### src/rtl/core/rvdec_pkg.sv
`timescale 1ns / 1ps
// ----------------------------------------------------------------------------
// rvdec_pkg
// Shared types and codes of the RV32IM instruction decoder: opcodes,
// mnemonic codes, format codes and the decoded result record.
// ----------------------------------------------------------------------------
package rvdec_pkg;

    localparam int INSTR_W = 32;
    localparam int MNEM_W  = 6;
    localparam int FMT_W   = 3;
    localparam int REG_W   = 5;
    localparam int IMM_W   = 32;

    // Major opcodes.
    localparam logic [6:0] OPC_OP    = 7'h33;
    localparam logic [6:0] OPC_LOAD  = 7'h03;
    localparam logic [6:0] OPC_OPIMM = 7'h13;
    localparam logic [6:0] OPC_SYS   = 7'h73;
    localparam logic [6:0] OPC_STORE = 7'h23;
    localparam logic [6:0] OPC_BR    = 7'h63;
    localparam logic [6:0] OPC_LUI   = 7'h37;
    localparam logic [6:0] OPC_AUIPC = 7'h17;
    localparam logic [6:0] OPC_JAL   = 7'h6F;
    localparam logic [6:0] OPC_JALR  = 7'h67;

    // funct7 values of the register-register group.
    localparam logic [6:0] F7_BASE = 7'h00;
    localparam logic [6:0] F7_MUL  = 7'h01;
    localparam logic [6:0] F7_ALT  = 7'h20;

    // funct3 values.
    localparam logic [2:0] F3_0 = 3'd0;
    localparam logic [2:0] F3_1 = 3'd1;
    localparam logic [2:0] F3_2 = 3'd2;
    localparam logic [2:0] F3_3 = 3'd3;
    localparam logic [2:0] F3_4 = 3'd4;
    localparam logic [2:0] F3_5 = 3'd5;
    localparam logic [2:0] F3_6 = 3'd6;
    localparam logic [2:0] F3_7 = 3'd7;

    // System immediates.
    localparam logic [11:0] SYS_ECALL  = 12'h000;
    localparam logic [11:0] SYS_EBREAK = 12'h001;

    // Instruction formats.
    localparam logic [FMT_W-1:0] FMT_R    = 3'd0;
    localparam logic [FMT_W-1:0] FMT_I    = 3'd1;
    localparam logic [FMT_W-1:0] FMT_S    = 3'd2;
    localparam logic [FMT_W-1:0] FMT_B    = 3'd3;
    localparam logic [FMT_W-1:0] FMT_U    = 3'd4;
    localparam logic [FMT_W-1:0] FMT_J    = 3'd5;
    localparam logic [FMT_W-1:0] FMT_NONE = 3'd6;

    // Mnemonic codes.
    localparam logic [MNEM_W-1:0] MN_UNKNOWN = 6'd0;
    localparam logic [MNEM_W-1:0] MN_ADD    = 6'd1;
    localparam logic [MNEM_W-1:0] MN_MUL    = 6'd2;
    localparam logic [MNEM_W-1:0] MN_SUB    = 6'd3;
    localparam logic [MNEM_W-1:0] MN_SLL    = 6'd4;
    localparam logic [MNEM_W-1:0] MN_MULH   = 6'd5;
    localparam logic [MNEM_W-1:0] MN_SLT    = 6'd6;
    localparam logic [MNEM_W-1:0] MN_SLTU   = 6'd7;
    localparam logic [MNEM_W-1:0] MN_XOR    = 6'd8;
    localparam logic [MNEM_W-1:0] MN_DIV    = 6'd9;
    localparam logic [MNEM_W-1:0] MN_SRL    = 6'd10;
    localparam logic [MNEM_W-1:0] MN_SRA    = 6'd11;
    localparam logic [MNEM_W-1:0] MN_DIVU   = 6'd12;
    localparam logic [MNEM_W-1:0] MN_OR     = 6'd13;
    localparam logic [MNEM_W-1:0] MN_REM    = 6'd14;
    localparam logic [MNEM_W-1:0] MN_AND    = 6'd15;
    localparam logic [MNEM_W-1:0] MN_REMU   = 6'd16;
    localparam logic [MNEM_W-1:0] MN_LB     = 6'd17;
    localparam logic [MNEM_W-1:0] MN_LH     = 6'd18;
    localparam logic [MNEM_W-1:0] MN_LW     = 6'd19;
    localparam logic [MNEM_W-1:0] MN_LBU    = 6'd20;
    localparam logic [MNEM_W-1:0] MN_LHU    = 6'd21;
    localparam logic [MNEM_W-1:0] MN_ADDI   = 6'd22;
    localparam logic [MNEM_W-1:0] MN_SLLI   = 6'd23;
    localparam logic [MNEM_W-1:0] MN_SLTI   = 6'd24;
    localparam logic [MNEM_W-1:0] MN_SLTIU  = 6'd25;
    localparam logic [MNEM_W-1:0] MN_XORI   = 6'd26;
    localparam logic [MNEM_W-1:0] MN_SRLI   = 6'd27;
    localparam logic [MNEM_W-1:0] MN_SRAI   = 6'd28;
    localparam logic [MNEM_W-1:0] MN_ORI    = 6'd29;
    localparam logic [MNEM_W-1:0] MN_ANDI   = 6'd30;
    localparam logic [MNEM_W-1:0] MN_ECALL  = 6'd31;
    localparam logic [MNEM_W-1:0] MN_EBREAK = 6'd32;
    localparam logic [MNEM_W-1:0] MN_SB     = 6'd33;
    localparam logic [MNEM_W-1:0] MN_SH     = 6'd34;
    localparam logic [MNEM_W-1:0] MN_SW     = 6'd35;
    localparam logic [MNEM_W-1:0] MN_BEQ    = 6'd36;
    localparam logic [MNEM_W-1:0] MN_BNE    = 6'd37;
    localparam logic [MNEM_W-1:0] MN_BLT    = 6'd38;
    localparam logic [MNEM_W-1:0] MN_BGE    = 6'd39;
    localparam logic [MNEM_W-1:0] MN_BLTU   = 6'd40;
    localparam logic [MNEM_W-1:0] MN_BGEU   = 6'd41;
    localparam logic [MNEM_W-1:0] MN_LUI    = 6'd42;
    localparam logic [MNEM_W-1:0] MN_AUIPC  = 6'd43;
    localparam logic [MNEM_W-1:0] MN_JAL    = 6'd44;
    localparam logic [MNEM_W-1:0] MN_JALR   = 6'd45;

    typedef struct packed {
        logic [MNEM_W-1:0]       mnemonic;
        logic [FMT_W-1:0]        format;
        logic [REG_W-1:0]        rd_index;
        logic [REG_W-1:0]        rs1_index;
        logic [REG_W-1:0]        rs2_index;
        logic signed [IMM_W-1:0] immediate;
    } t_dec_result;

endpackage

### src/rtl/core/rvdec_if.sv
`timescale 1ns / 1ps
// ----------------------------------------------------------------------------
// rvdec_in_if / rvdec_out_if
// Valid/ready channels of the decoder: instruction words in, decoded
// results out.
// ----------------------------------------------------------------------------
interface rvdec_in_if;
    logic        valid;
    logic        ready;
    logic [31:0] instr_word;

    modport source (output valid, output instr_word, input ready);
    modport sink   (input valid, input instr_word, output ready);
endinterface

interface rvdec_out_if;
    logic               valid;
    logic               ready;
    logic [5:0]         mnemonic;
    logic [2:0]         format;
    logic [4:0]         rd_index;
    logic [4:0]         rs1_index;
    logic [4:0]         rs2_index;
    logic signed [31:0] immediate;

    modport source (
        output valid, output mnemonic, output format, output rd_index,
        output rs1_index, output rs2_index, output immediate, input ready
    );
    modport sink (
        input valid, input mnemonic, input format, input rd_index,
        input rs1_index, input rs2_index, input immediate, output ready
    );
endinterface

### src/rtl/core/rv32im_instruction_decoder_top.sv
`timescale 1ns / 1ps
// Throughput: one instruction word per cycle unless the output stalls; the
// input register and the result register form a two-stage pipeline that
// advances whenever the result register is empty or its transaction
// completes.
// Reset: synchronous, active low; clears both stage valid flags only.
// ----------------------------------------------------------------------------
// rv32im_instruction_decoder_top
// RV32IM instruction decoder: registers the instruction word, decodes it
// and registers the decoded result behind a valid/ready channel.
// ----------------------------------------------------------------------------
module rv32im_instruction_decoder_top
    import rvdec_pkg::*;
(
    input  logic        i_clk,
    input  logic        i_rst_n,
    rvdec_in_if.sink    i_instr,
    rvdec_out_if.source o_dec
);

    logic               r_in_valid;
    logic [INSTR_W-1:0] r_in_word;
    logic               r_out_valid;
    t_dec_result        r_out;
    t_dec_result        dec_result;
    logic               out_free;
    logic               in_free;

    // The result register can load when it is empty or being drained.
    assign out_free = !r_out_valid || o_dec.ready;
    assign in_free  = !r_in_valid || out_free;

    assign i_instr.ready = in_free;

    rvdec_decode u_decode (
        .i_word   (r_in_word),
        .o_result (dec_result)
    );

    always_ff @(posedge i_clk) begin
        if (!i_rst_n) begin
            r_in_valid <= 1'b0;
        end else if (in_free) begin
            r_in_valid <= i_instr.valid;
        end
    end

    always_ff @(posedge i_clk) begin
        if (in_free && i_instr.valid) begin
            r_in_word <= i_instr.instr_word;
        end
    end

    always_ff @(posedge i_clk) begin
        if (!i_rst_n) begin
            r_out_valid <= 1'b0;
        end else if (out_free) begin
            r_out_valid <= r_in_valid;
        end
    end

    always_ff @(posedge i_clk) begin
        if (out_free && r_in_valid) begin
            r_out <= dec_result;
        end
    end

    assign o_dec.valid     = r_out_valid;
    assign o_dec.mnemonic  = r_out.mnemonic;
    assign o_dec.format    = r_out.format;
    assign o_dec.rd_index  = r_out.rd_index;
    assign o_dec.rs1_index = r_out.rs1_index;
    assign o_dec.rs2_index = r_out.rs2_index;
    assign o_dec.immediate = r_out.immediate;

endmodule

### src/rtl/core/rvdec_decode.sv
`timescale 1ns / 1ps
// ----------------------------------------------------------------------------
// rvdec_decode
// Combinational decode of one instruction word into mnemonic, format,
// register fields and the immediate of its format.
// ----------------------------------------------------------------------------
module rvdec_decode
    import rvdec_pkg::*;
(
    input  logic [INSTR_W-1:0] i_word,
    output t_dec_result        o_result
);

    logic [6:0]       opc;
    logic [2:0]       f3;
    logic [6:0]       f7;
    logic [IMM_W-1:0] imm_i;
    logic [IMM_W-1:0] imm_s;
    logic [IMM_W-1:0] imm_b;
    logic [IMM_W-1:0] imm_j;
    logic [IMM_W-1:0] imm_u;
    logic [IMM_W-1:0] shamt;
    logic [MNEM_W-1:0] mn;
    logic [FMT_W-1:0]  fmt;
    logic [IMM_W-1:0]  imm;

    assign opc   = i_word[6:0];
    assign f3    = i_word[14:12];
    assign f7    = i_word[31:25];
    assign imm_i = {{20{i_word[31]}}, i_word[31:20]};
    assign imm_s = {{20{i_word[31]}}, i_word[31:25], i_word[11:7]};
    assign imm_b = {{19{i_word[31]}}, i_word[31], i_word[7], i_word[30:25],
                    i_word[11:8], 1'b0};
    assign imm_j = {{11{i_word[31]}}, i_word[31], i_word[19:12], i_word[20],
                    i_word[30:21], 1'b0};
    assign imm_u = {i_word[31:12], 12'h000};
    assign shamt = {27'd0, i_word[24:20]};

    always_comb begin
        mn  = MN_UNKNOWN;
        fmt = FMT_NONE;
        imm = '0;
        unique case (opc)
            OPC_OP: begin
                fmt = FMT_R;
                unique case (f7)
                    F7_BASE: begin
                        unique case (f3)
                            F3_0:    mn = MN_ADD;
                            F3_1:    mn = MN_SLL;
                            F3_2:    mn = MN_SLT;
                            F3_3:    mn = MN_SLTU;
                            F3_4:    mn = MN_XOR;
                            F3_5:    mn = MN_SRL;
                            F3_6:    mn = MN_OR;
                            default: mn = MN_AND;
                        endcase
                    end
                    F7_MUL: begin
                        unique case (f3)
                            F3_0:    mn = MN_MUL;
                            F3_1:    mn = MN_MULH;
                            F3_4:    mn = MN_DIV;
                            F3_5:    mn = MN_DIVU;
                            F3_6:    mn = MN_REM;
                            F3_7:    mn = MN_REMU;
                            default: mn = MN_UNKNOWN;
                        endcase
                    end
                    F7_ALT: begin
                        unique case (f3)
                            F3_0:    mn = MN_SUB;
                            F3_5:    mn = MN_SRA;
                            default: mn = MN_UNKNOWN;
                        endcase
                    end
                    default: mn = MN_UNKNOWN;
                endcase
            end
            OPC_LOAD: begin
                fmt = FMT_I;
                imm = imm_i;
                unique case (f3)
                    F3_0:    mn = MN_LB;
                    F3_1:    mn = MN_LH;
                    F3_2:    mn = MN_LW;
                    F3_4:    mn = MN_LBU;
                    F3_5:    mn = MN_LHU;
                    default: mn = MN_UNKNOWN;
                endcase
            end
            OPC_OPIMM: begin
                fmt = FMT_I;
                imm = imm_i;
                unique case (f3)
                    F3_0: mn = MN_ADDI;
                    F3_1: begin
                        mn  = MN_SLLI;
                        imm = shamt;
                    end
                    F3_2: mn = MN_SLTI;
                    F3_3: mn = MN_SLTIU;
                    F3_4: mn = MN_XORI;
                    F3_5: begin
                        // Only bit 30 separates the arithmetic shift.
                        mn  = i_word[30] ? MN_SRAI : MN_SRLI;
                        imm = shamt;
                    end
                    F3_6:    mn = MN_ORI;
                    default: mn = MN_ANDI;
                endcase
            end
            OPC_SYS: begin
                fmt = FMT_I;
                imm = imm_i;
                if (f3 == F3_0 && i_word[31:20] == SYS_ECALL) begin
                    mn = MN_ECALL;
                end else if (f3 == F3_0 && i_word[31:20] == SYS_EBREAK) begin
                    mn = MN_EBREAK;
                end
            end
            OPC_STORE: begin
                fmt = FMT_S;
                imm = imm_s;
                unique case (f3)
                    F3_0:    mn = MN_SB;
                    F3_1:    mn = MN_SH;
                    F3_2:    mn = MN_SW;
                    default: mn = MN_UNKNOWN;
                endcase
            end
            OPC_BR: begin
                fmt = FMT_B;
                imm = imm_b;
                unique case (f3)
                    F3_0:    mn = MN_BEQ;
                    F3_1:    mn = MN_BNE;
                    F3_4:    mn = MN_BLT;
                    F3_5:    mn = MN_BGE;
                    F3_6:    mn = MN_BLTU;
                    F3_7:    mn = MN_BGEU;
                    default: mn = MN_UNKNOWN;
                endcase
            end
            OPC_LUI: begin
                mn  = MN_LUI;
                fmt = FMT_U;
                imm = imm_u;
            end
            OPC_AUIPC: begin
                mn  = MN_AUIPC;
                fmt = FMT_U;
                imm = imm_u;
            end
            OPC_JAL: begin
                mn  = MN_JAL;
                fmt = FMT_J;
                imm = imm_j;
            end
            OPC_JALR: begin
                mn  = MN_JALR;
                fmt = FMT_I;
                imm = imm_i;
            end
            default: mn = MN_UNKNOWN;
        endcase

        // Unrecognized words carry no format and no immediate.
        if (mn == MN_UNKNOWN) begin
            fmt = FMT_NONE;
            imm = '0;
        end
    end

    assign o_result.mnemonic  = mn;
    assign o_result.format    = fmt;
    assign o_result.rd_index  = i_word[11:7];
    assign o_result.rs1_index = i_word[19:15];
    assign o_result.rs2_index = i_word[24:20];
    assign o_result.immediate = imm;

endmodule
### src/flat_wrapper.sv
// flat-port wrapper written by rule: the top's interface ports become plain ports
module rv32im_instruction_decoder_top_flat import rvdec_pkg::*;
  (i_clk, i_rst_n, i_instr_valid, i_instr_instr_word, i_instr_ready, o_dec_valid, o_dec_mnemonic, o_dec_format, o_dec_rd_index, o_dec_rs1_index, o_dec_rs2_index, o_dec_immediate, o_dec_ready);
  rvdec_in_if i_instr_i ();
  rvdec_out_if o_dec_i ();
  input  logic i_clk;
  input  logic i_rst_n;
  input wire logic [$bits(i_instr_i.valid)-1:0] i_instr_valid;
  input wire logic [$bits(i_instr_i.instr_word)-1:0] i_instr_instr_word;
  output wire logic [$bits(i_instr_i.ready)-1:0] i_instr_ready;
  output wire logic [$bits(o_dec_i.valid)-1:0] o_dec_valid;
  output wire logic [$bits(o_dec_i.mnemonic)-1:0] o_dec_mnemonic;
  output wire logic [$bits(o_dec_i.format)-1:0] o_dec_format;
  output wire logic [$bits(o_dec_i.rd_index)-1:0] o_dec_rd_index;
  output wire logic [$bits(o_dec_i.rs1_index)-1:0] o_dec_rs1_index;
  output wire logic [$bits(o_dec_i.rs2_index)-1:0] o_dec_rs2_index;
  output wire logic [$bits(o_dec_i.immediate)-1:0] o_dec_immediate;
  input wire logic [$bits(o_dec_i.ready)-1:0] o_dec_ready;
  assign i_instr_i.valid = i_instr_valid;
  assign i_instr_i.instr_word = i_instr_instr_word;
  assign i_instr_ready = i_instr_i.ready;
  assign o_dec_valid = o_dec_i.valid;
  assign o_dec_mnemonic = o_dec_i.mnemonic;
  assign o_dec_format = o_dec_i.format;
  assign o_dec_rd_index = o_dec_i.rd_index;
  assign o_dec_rs1_index = o_dec_i.rs1_index;
  assign o_dec_rs2_index = o_dec_i.rs2_index;
  assign o_dec_immediate = o_dec_i.immediate;
  assign o_dec_i.ready = o_dec_ready;
  rv32im_instruction_decoder_top u_core (.i_clk(i_clk), .i_rst_n(i_rst_n), .i_instr(i_instr_i), .o_dec(o_dec_i));
endmodule
### config.mk
export PLATFORM = sky130hd
export DESIGN_NAME = rv32im_instruction_decoder_top_flat
export DESIGN_NICKNAME = d
export VERILOG_FILES = /design/src/rtl/core/rvdec_pkg.sv /design/src/rtl/core/rvdec_if.sv /design/src/rtl/core/rv32im_instruction_decoder_top.sv /design/src/rtl/core/rvdec_decode.sv /design/src/flat_wrapper.sv
export SDC_FILE = /design/constraint.sdc
export NUM_CORES = 1
export LEC_CHECK = 0
export ABC_CLOCK_PERIOD_IN_PS = 7580
export CORE_ASPECT_RATIO = 1.25
export CORE_MARGIN = 1
export CORE_UTILIZATION = 35
export DETAILED_ROUTE_END_ITERATION = 8
export DONT_BUFFER_PORTS = 1
export PLACE_DENSITY = 0.46
export SYNTH_ARGS = -nofsm -noshare
export SYNTH_HDL_FRONTEND = slang
export SYNTH_SLANG_ARGS = --single-unit
### constraint.sdc
create_clock -name i_clk -period 7.58 [get_ports i_clk]
set_input_delay 1.895 -clock i_clk [delete_from_list [all_inputs] [get_ports i_clk]]
set_output_delay 1.895 -clock i_clk [all_outputs]
set_load 0.02 [all_outputs]
* Word-level counts from Yosys, hierarchy flattened
Index checks and enable logic that the tools add are counted.
** Word-level totals
- Flip-flop bits (word level) :: 90
- Bits in latches :: 0
- Memory bits (writable) :: 0
- Bits in read-only memories :: 0
- Input port bits :: 36
- Output and inout port bits :: 58
- Word-level logic and storage cells :: 60
- Memories kept :: 0
** Cells by class
- $add $sub $neg :: 0
- Multiply operators :: 0
- Divide/modulo/power cells :: 0
- Order comparisons :: 0
- Equal/unequal tests :: 20
- Shifts and indexed selects :: 0
- Muxes and demuxes :: 15
- Bitwise gates (word level) :: 0
- Reduce and logical (&&, ||, !) cells :: 16
** Operators by type and width (number)
- 32-bit case mux with 6 select lines :: 1
- 6-bit case mux with 10 select lines :: 1
- 6-bit case mux with 7 select lines :: 1
- 6-bit case mux with 3 select lines :: 2
- 6-bit case mux with 6 select lines :: 1
- 32-bit 2-to-1 mux :: 1
- 5-bit case mux with 6 select lines :: 1
- 7-bit by 6-bit equality test with 1-bit output (second input constant) :: 4
- 7-bit equality test (second input constant) :: 4
- 4-bit case mux with 7 select lines :: 1
- 5-bit case mux with 5 select lines :: 1
- 3-bit case mux with 6 select lines :: 1
- 7-bit by 5-bit equality test with 1-bit output (second input constant) :: 2
- 12-bit by 1-bit equality test with 1-bit output (second input constant) :: 1
- 3-bit equality test (second input constant) :: 4
- 12-bit zero test :: 1
- 6-bit 2-to-1 mux :: 2
- 4-bit case mux with 2 select lines :: 1
- 7-bit by 1-bit equality test with 1-bit output (second input constant) :: 1
- 7-bit by 2-bit equality test with 1-bit output (second input constant) :: 1
- 7-bit zero test :: 1
- 3-bit by 2-bit equality test with 1-bit output (second input constant) :: 2
- 6-bit zero test :: 1
- 1-bit logical AND :: 4
- 8 further kinds :: 11

* Depth between registers and ports, before layout
- Depth in word-level cells :: 6
- Depth in mapped cells :: 10
- Gate-level depth less buffers :: 6

* By module
From an unflattened synthesis, not the netlist that was laid out.
** Second synthesis, totals
- Cell total of the unflattened synthesis :: 336
- Area total of the unflattened synthesis :: 4354.2 µm²
** By module, submodules not included
- rv32im_instruction_decoder_top :: times used 1, cells an instance 97, area each 2746.4 µm², sequential area each 2682.6 µm²
- rvdec_decode :: times used 1, cells an instance 239, area each 1607.8 µm², sequential area each 0.0 µm²

* Least setup slack after synthesis
OpenSTA, ideal clock, no wires.
- Kind :: input -> register
- Start :: in o_dec_ready
- End :: reg u_core.r_out, in the netlist u_core.o_dec.format[0], enable pin
- Library setup time :: 0.477 ns
- Arrival :: 4.469 ns
- Required time :: 7.103 ns
- Path slack :: 2.634 ns
- Stages on the path :: 2
- Path buffers :: 0
- Cell sequence :: nor2b_1 -> nor2b_1
** Between the ends
- Longest elaborated chain between the ends :: 2
** Ends and longest elaborated chain
- start: declaration :: RTL line flat_wrapper.sv:18 : input wire logic [$bits(o_dec_i.ready)-1:0] o_dec_ready;
- 1-bit logical OR :: RTL line rv32im_instruction_decoder_top.sv:30 : assign out_free = !r_out_valid || o_dec.ready;
- 1-bit logical AND :: RTL line rv32im_instruction_decoder_top.sv:63 : if (out_free && r_in_valid) begin
- end signal: assignment :: RTL line rv32im_instruction_decoder_top.sv:64 : r_out <= dec_result;
- end: declaration :: RTL line rv32im_instruction_decoder_top.sv:24 : t_dec_result r_out;
No other way between the ends.
A chain may end at the register's enable or synchronous reset.

* Final worst setup path
- Start :: in o_dec_ready
- End :: out i_instr_ready
** Between the ends
- Longest elaborated chain between the ends :: 2
** Ends and longest elaborated chain
- 1-bit logical OR :: RTL line rv32im_instruction_decoder_top.sv:30
- 1-bit logical OR :: RTL line rv32im_instruction_decoder_top.sv:31 : assign in_free = !r_in_valid || out_free;
- end: declaration :: RTL line flat_wrapper.sv:10 : output wire logic [$bits(i_instr_i.ready)-1:0] i_instr_ready;
No other way between the ends.

==> results list <==
* Outcome: finished clean
- Cells along the critical path: nor2b_1, nand2_1
* Floorplan core area: 11600 um^2
- Broken down by cell family, the worst path's largest delay share belongs to simple AND/OR/NAND/NOR gates.
- The initial antenna violation count is 0.
* Worst clock skew: slightly above 0.007 ns
- Length in cells of the worst reg-to-reg path: 7
- Headroom to the max-slew limit: 47.4%
* # nets final: around 340
* Fraction of layout cells with a size suffix above 1: 20.4%
* Area growth syn-to-layout: 8.51%
- Worst reg2reg path endpoint: u_core.o_dec.immediate[0]
- Sink count of the clock tree: 90
- Kind of end point of the critical path: output pin
- The die covers 12300 um^2.
* Number of setup buffers added after CTS: 0
- Counting along the longest clock path gives a buffer depth of 2.
- Setup repair after global routing left no endpoint under its margin.
- Cell area power density: 237 nW/um^2
- After synthesis the netlist holds a flip-flop and latch count of 90.
- Setup violations remaining at the end of the flow were counted as 0.
* DRC violation total after the first TritonRoute iteration: 154
- Of the post-synthesis cell area, the dominant cell type holds 63.5%.
- Fill cell total of the finished layout: approximately 1100
- Maximum fanout along the worst path: 4
- The most used flip-flop cell after synthesis is sky130_fd_sc_hd__edfxtp_1.
* Netlist area before placement: 4160 um^2
- In this run the most used layer during global routing was met2.
* FF-to-FF setup slack: 4.53 ns
- The worst hold path was traced through 0 stages.
- The critical path is of the input port to output pin type.
- Met3 usage in global routing: 3.59%
- Largest net degree at the start of global routing: 57
- Max rail drop VDD: 90.4 uV
- Final critical-path share of the clock period: between 50% and 60%
- Crit path DAT: around 2.4 ns
- Row Count: 44
- Global-route track usage on met1: 19.1%
- Counting flops with a built-in enable in the synthesized netlist gives 88.
* Share of flip-flops with an asynchronous set or reset: 0%
- Reg2Reg Launch Point: u_core.r_in_word[13]
* Resize count post-CTS: 0
- For the worst setup path, the data required time is 5.69 ns.
- The first global-routing pass estimated about 14 mm of wire.
- TritonCTS built the clock tree.
* Time the worst path needs with I/O delays and setup: approximately 4.3 ns
* Via-per-instance ratio: between 5 and 6
- Sort of element at the start of the critical path: input port
* Slew Viols, Final: 0
- Leakage power: 1.31 nW
- Yosys top cell by area: sky130_fd_sc_hd__edfxtp_1
- Aggregate global routing overflow: 0
- For this run, the total global-route usage over all layers was measured as 15.4%.
- Number of buffers created by CTS: 9
* Clock latency of the later-clocked register in the worst-skew pair: 0.33 ns
* Hold Path Sink: u_core.o_dec.rs1_index[2]
- Measured along the y axis, the die boundary spans between 100 and 150 um.
* CTS root buffer: sky130_fd_sc_hd__clkbuf_16
- Adding up every negative setup slack in the final design gives 0 ns.
* I/O pin count: 94
- Post-route setup slack: roughly 3.3 ns
- The first detailed-routing pass ran for 5 iterations.
* Via count of the first global-routing pass: 2385
- IO Port Bufs: 0
- Detail Route Antenna Nets: 0
- The critical path crosses 2 cells after its start point.
- OpenSTA, run right after detailed placement, puts the worst setup slack at 3.24 ns.
- Hold_buf cts: 0
- Synthesis produced a netlist with a net count of 346.
- Final wirelength: 8.93 mm
- From left edge to right edge, the die measures 99.5 um.
- Beginning of the worst hold path: u_core.r_in_word[17]
* Drc violations: 0
* Post-synthesis area per instance: 13.4 um^2
- For this configuration, the core starts out at a cell density of a little over a third.
* Slowest cell on the critical path: sky130_fd_sc_hd__nor2b_1
- Met2 usage: about a quarter
- Across all layers, the routed design uses 2461 vias.
* Post-Syn Instances: 310
* Number of distinct library cell variants in the gate-level netlist after synthesis: between 50 and 60
- Static timing analysis puts the maximum clock frequency at 231 MHz.
- The congestion estimate from routability-driven global placement came to 0.830.
- The H-tree was split into 3 levels.
* Slowest cell delay on critical path: 0.29 ns
- The Yosys step of the flow raised 0 warnings.
* Number of max-cap violations: 0
* Transition time at the pin with the least slew margin: 0.789 ns
* Clock transition time at the flip-flop clock pins of the worst setup and hold paths: approximately 0.060 ns
* Final count of hold timing violations: 0
- Post-DP HPWL: 5.83 mm
- Ranking of synthesized cells by area: sky130_fd_sc_hd__edfxtp_1 63%, sky130_fd_sc_hd__a21oi_2 6.3%, sky130_fd_sc_hd__a21oi_1 3.0%
* Seq/Total Area, Yosys: 64.4%
- In the final routed layout, each cell accounts on average for 19.2 um.
- Together, buffers and inverters on the worst path number 0.
- The tightest min-delay check is of the register to register type.
- Antenna diode count: 0
stage by stage:
| step | instances | cell area [um^2] | total power [mW] | hold WS [ns] | utilization, % |
|---|---|---|---|---|---|
| 2_1_floorplan | 310 | 4160 | 0.672 | 0.427 | - |
| 3_3_place_gp | 449 | 4250 | 0.687 | 0.432 | 36.6 |
| 3_5_place_dp | 449 | 4250 | 0.687 | 0.443 | 36.6 |
| 4_1_cts | 465 | 4520 | 1.09 | 0.453 | 38.9 |
| 5_1_grt | 465 | 4520 | 1.11 | 0.458 | 38.9 |
| 6_report | 465 | 4520 | 1.07 | 0.450 | 38.9 |
final cells by class:
| type | count | area, um^2 | share of cell area [%] |
|---|---|---|---|
| clock buffers | 10 | 229 | 5.07 |
| well taps | 161 | 201 | 4.46 |
| multi-input cells | 191 | 1330 | 29.4 |
| clock inverters | 6 | 33.8 | 0.748 |
| repair buffers | 4 | 30.0 | 0.665 |
| flip-flops and latches | 90 | 2680 | 59.4 |
| inverters | 3 | 11.3 | 0.249 |
cells in the final DEF, fill, tap and decap left out, types with 3 or more instances in the layout:
master / netlist / routed
sky130_fd_sc_hd__nor2b_1: 8 / 7
sky130_fd_sc_hd__inv_1: 3 / 3
sky130_fd_sc_hd__a21oi_1: 25 / 25
sky130_fd_sc_hd__buf_4: 1 / 4
sky130_fd_sc_hd__a22oi_1: 16 / 16
sky130_fd_sc_hd__nand3_1: 3 / 3
sky130_fd_sc_hd__nand4b_1: 3 / 3
sky130_fd_sc_hd__clkbuf_16: 0 / 9
sky130_fd_sc_hd__nor2_1: 15 / 15
sky130_fd_sc_hd__nand2b_1: 7 / 7
sky130_fd_sc_hd__nand2_1: 18 / 18
sky130_fd_sc_hd__a21oi_2: 30 / 30
sky130_fd_sc_hd__nor3_1: 3 / 3
sky130_fd_sc_hd__o21ai_0: 6 / 6
sky130_fd_sc_hd__o211ai_1: 3 / 3
sky130_fd_sc_hd__edfxtp_1: 88 / 88
cells by family after synthesis:
family | after synthesis | share of synthesized area [%]
AND/OR/NAND/NOR | 83 | 12.3
XOR/XNOR | 3 | 0.631
buffers and inverters | 29 | 3.88
flip-flops | 90 | 64.4
AO/OA/AOI/OAI | 105 | 18.8
metal layers:
layer	part of all wire, %	vias up
met1	44	1196
met4	1.0	0
met3	3.4	7
li1	-	1174
met2	52	84
met5	0	-
flip-flops by register name, indices dropped and copies added (netlist names):
name and cells:
u_core.o_dec.format 3, u_core.o_dec.immediate 32, u_core.o_dec.mnemonic 6, u_core.o_dec.rd_index 5, u_core.o_dec.rs1_index 5, u_core.o_dec.rs2_index 5, u_core.o_dec.valid 1, u_core.r_in_valid 1
u_core.r_in_word 32
synth_stat cells (all sizes together), types with 3 or more instances:
cell and n:
a21oi 55, edfxtp 88, buf 16, nand3 3, nand2b 7, nor3 4
and2 3, nor4b 3, a22oi 16, o21ai 7, nand2 18, or3 3
clkbuf 10, o211ai 4, nor2b 8, nor2 15, inv 3, nand4b 3
worst max path at each step:
stage,startpoint,end,slack [ns]
after global placement,o_dec_ready,i_instr_ready,3.28
after detailed placement,o_dec_ready,i_instr_ready,3.24
after floorplan,o_dec_ready,u_core.o_dec.format[0],2.63
final,o_dec_ready,i_instr_ready,3.26
after global routing,o_dec_ready,i_instr_ready,3.18
after CTS,o_dec_ready,i_instr_ready,3.24
power breakdown:
part           switching, mW  internal, mW
clock                  0.177         0.219
combinational         0.0350        0.0174
sequential            0.0462         0.577
total                  0.258         0.814
No activity file was read; power rests on OpenSTA's default activity.
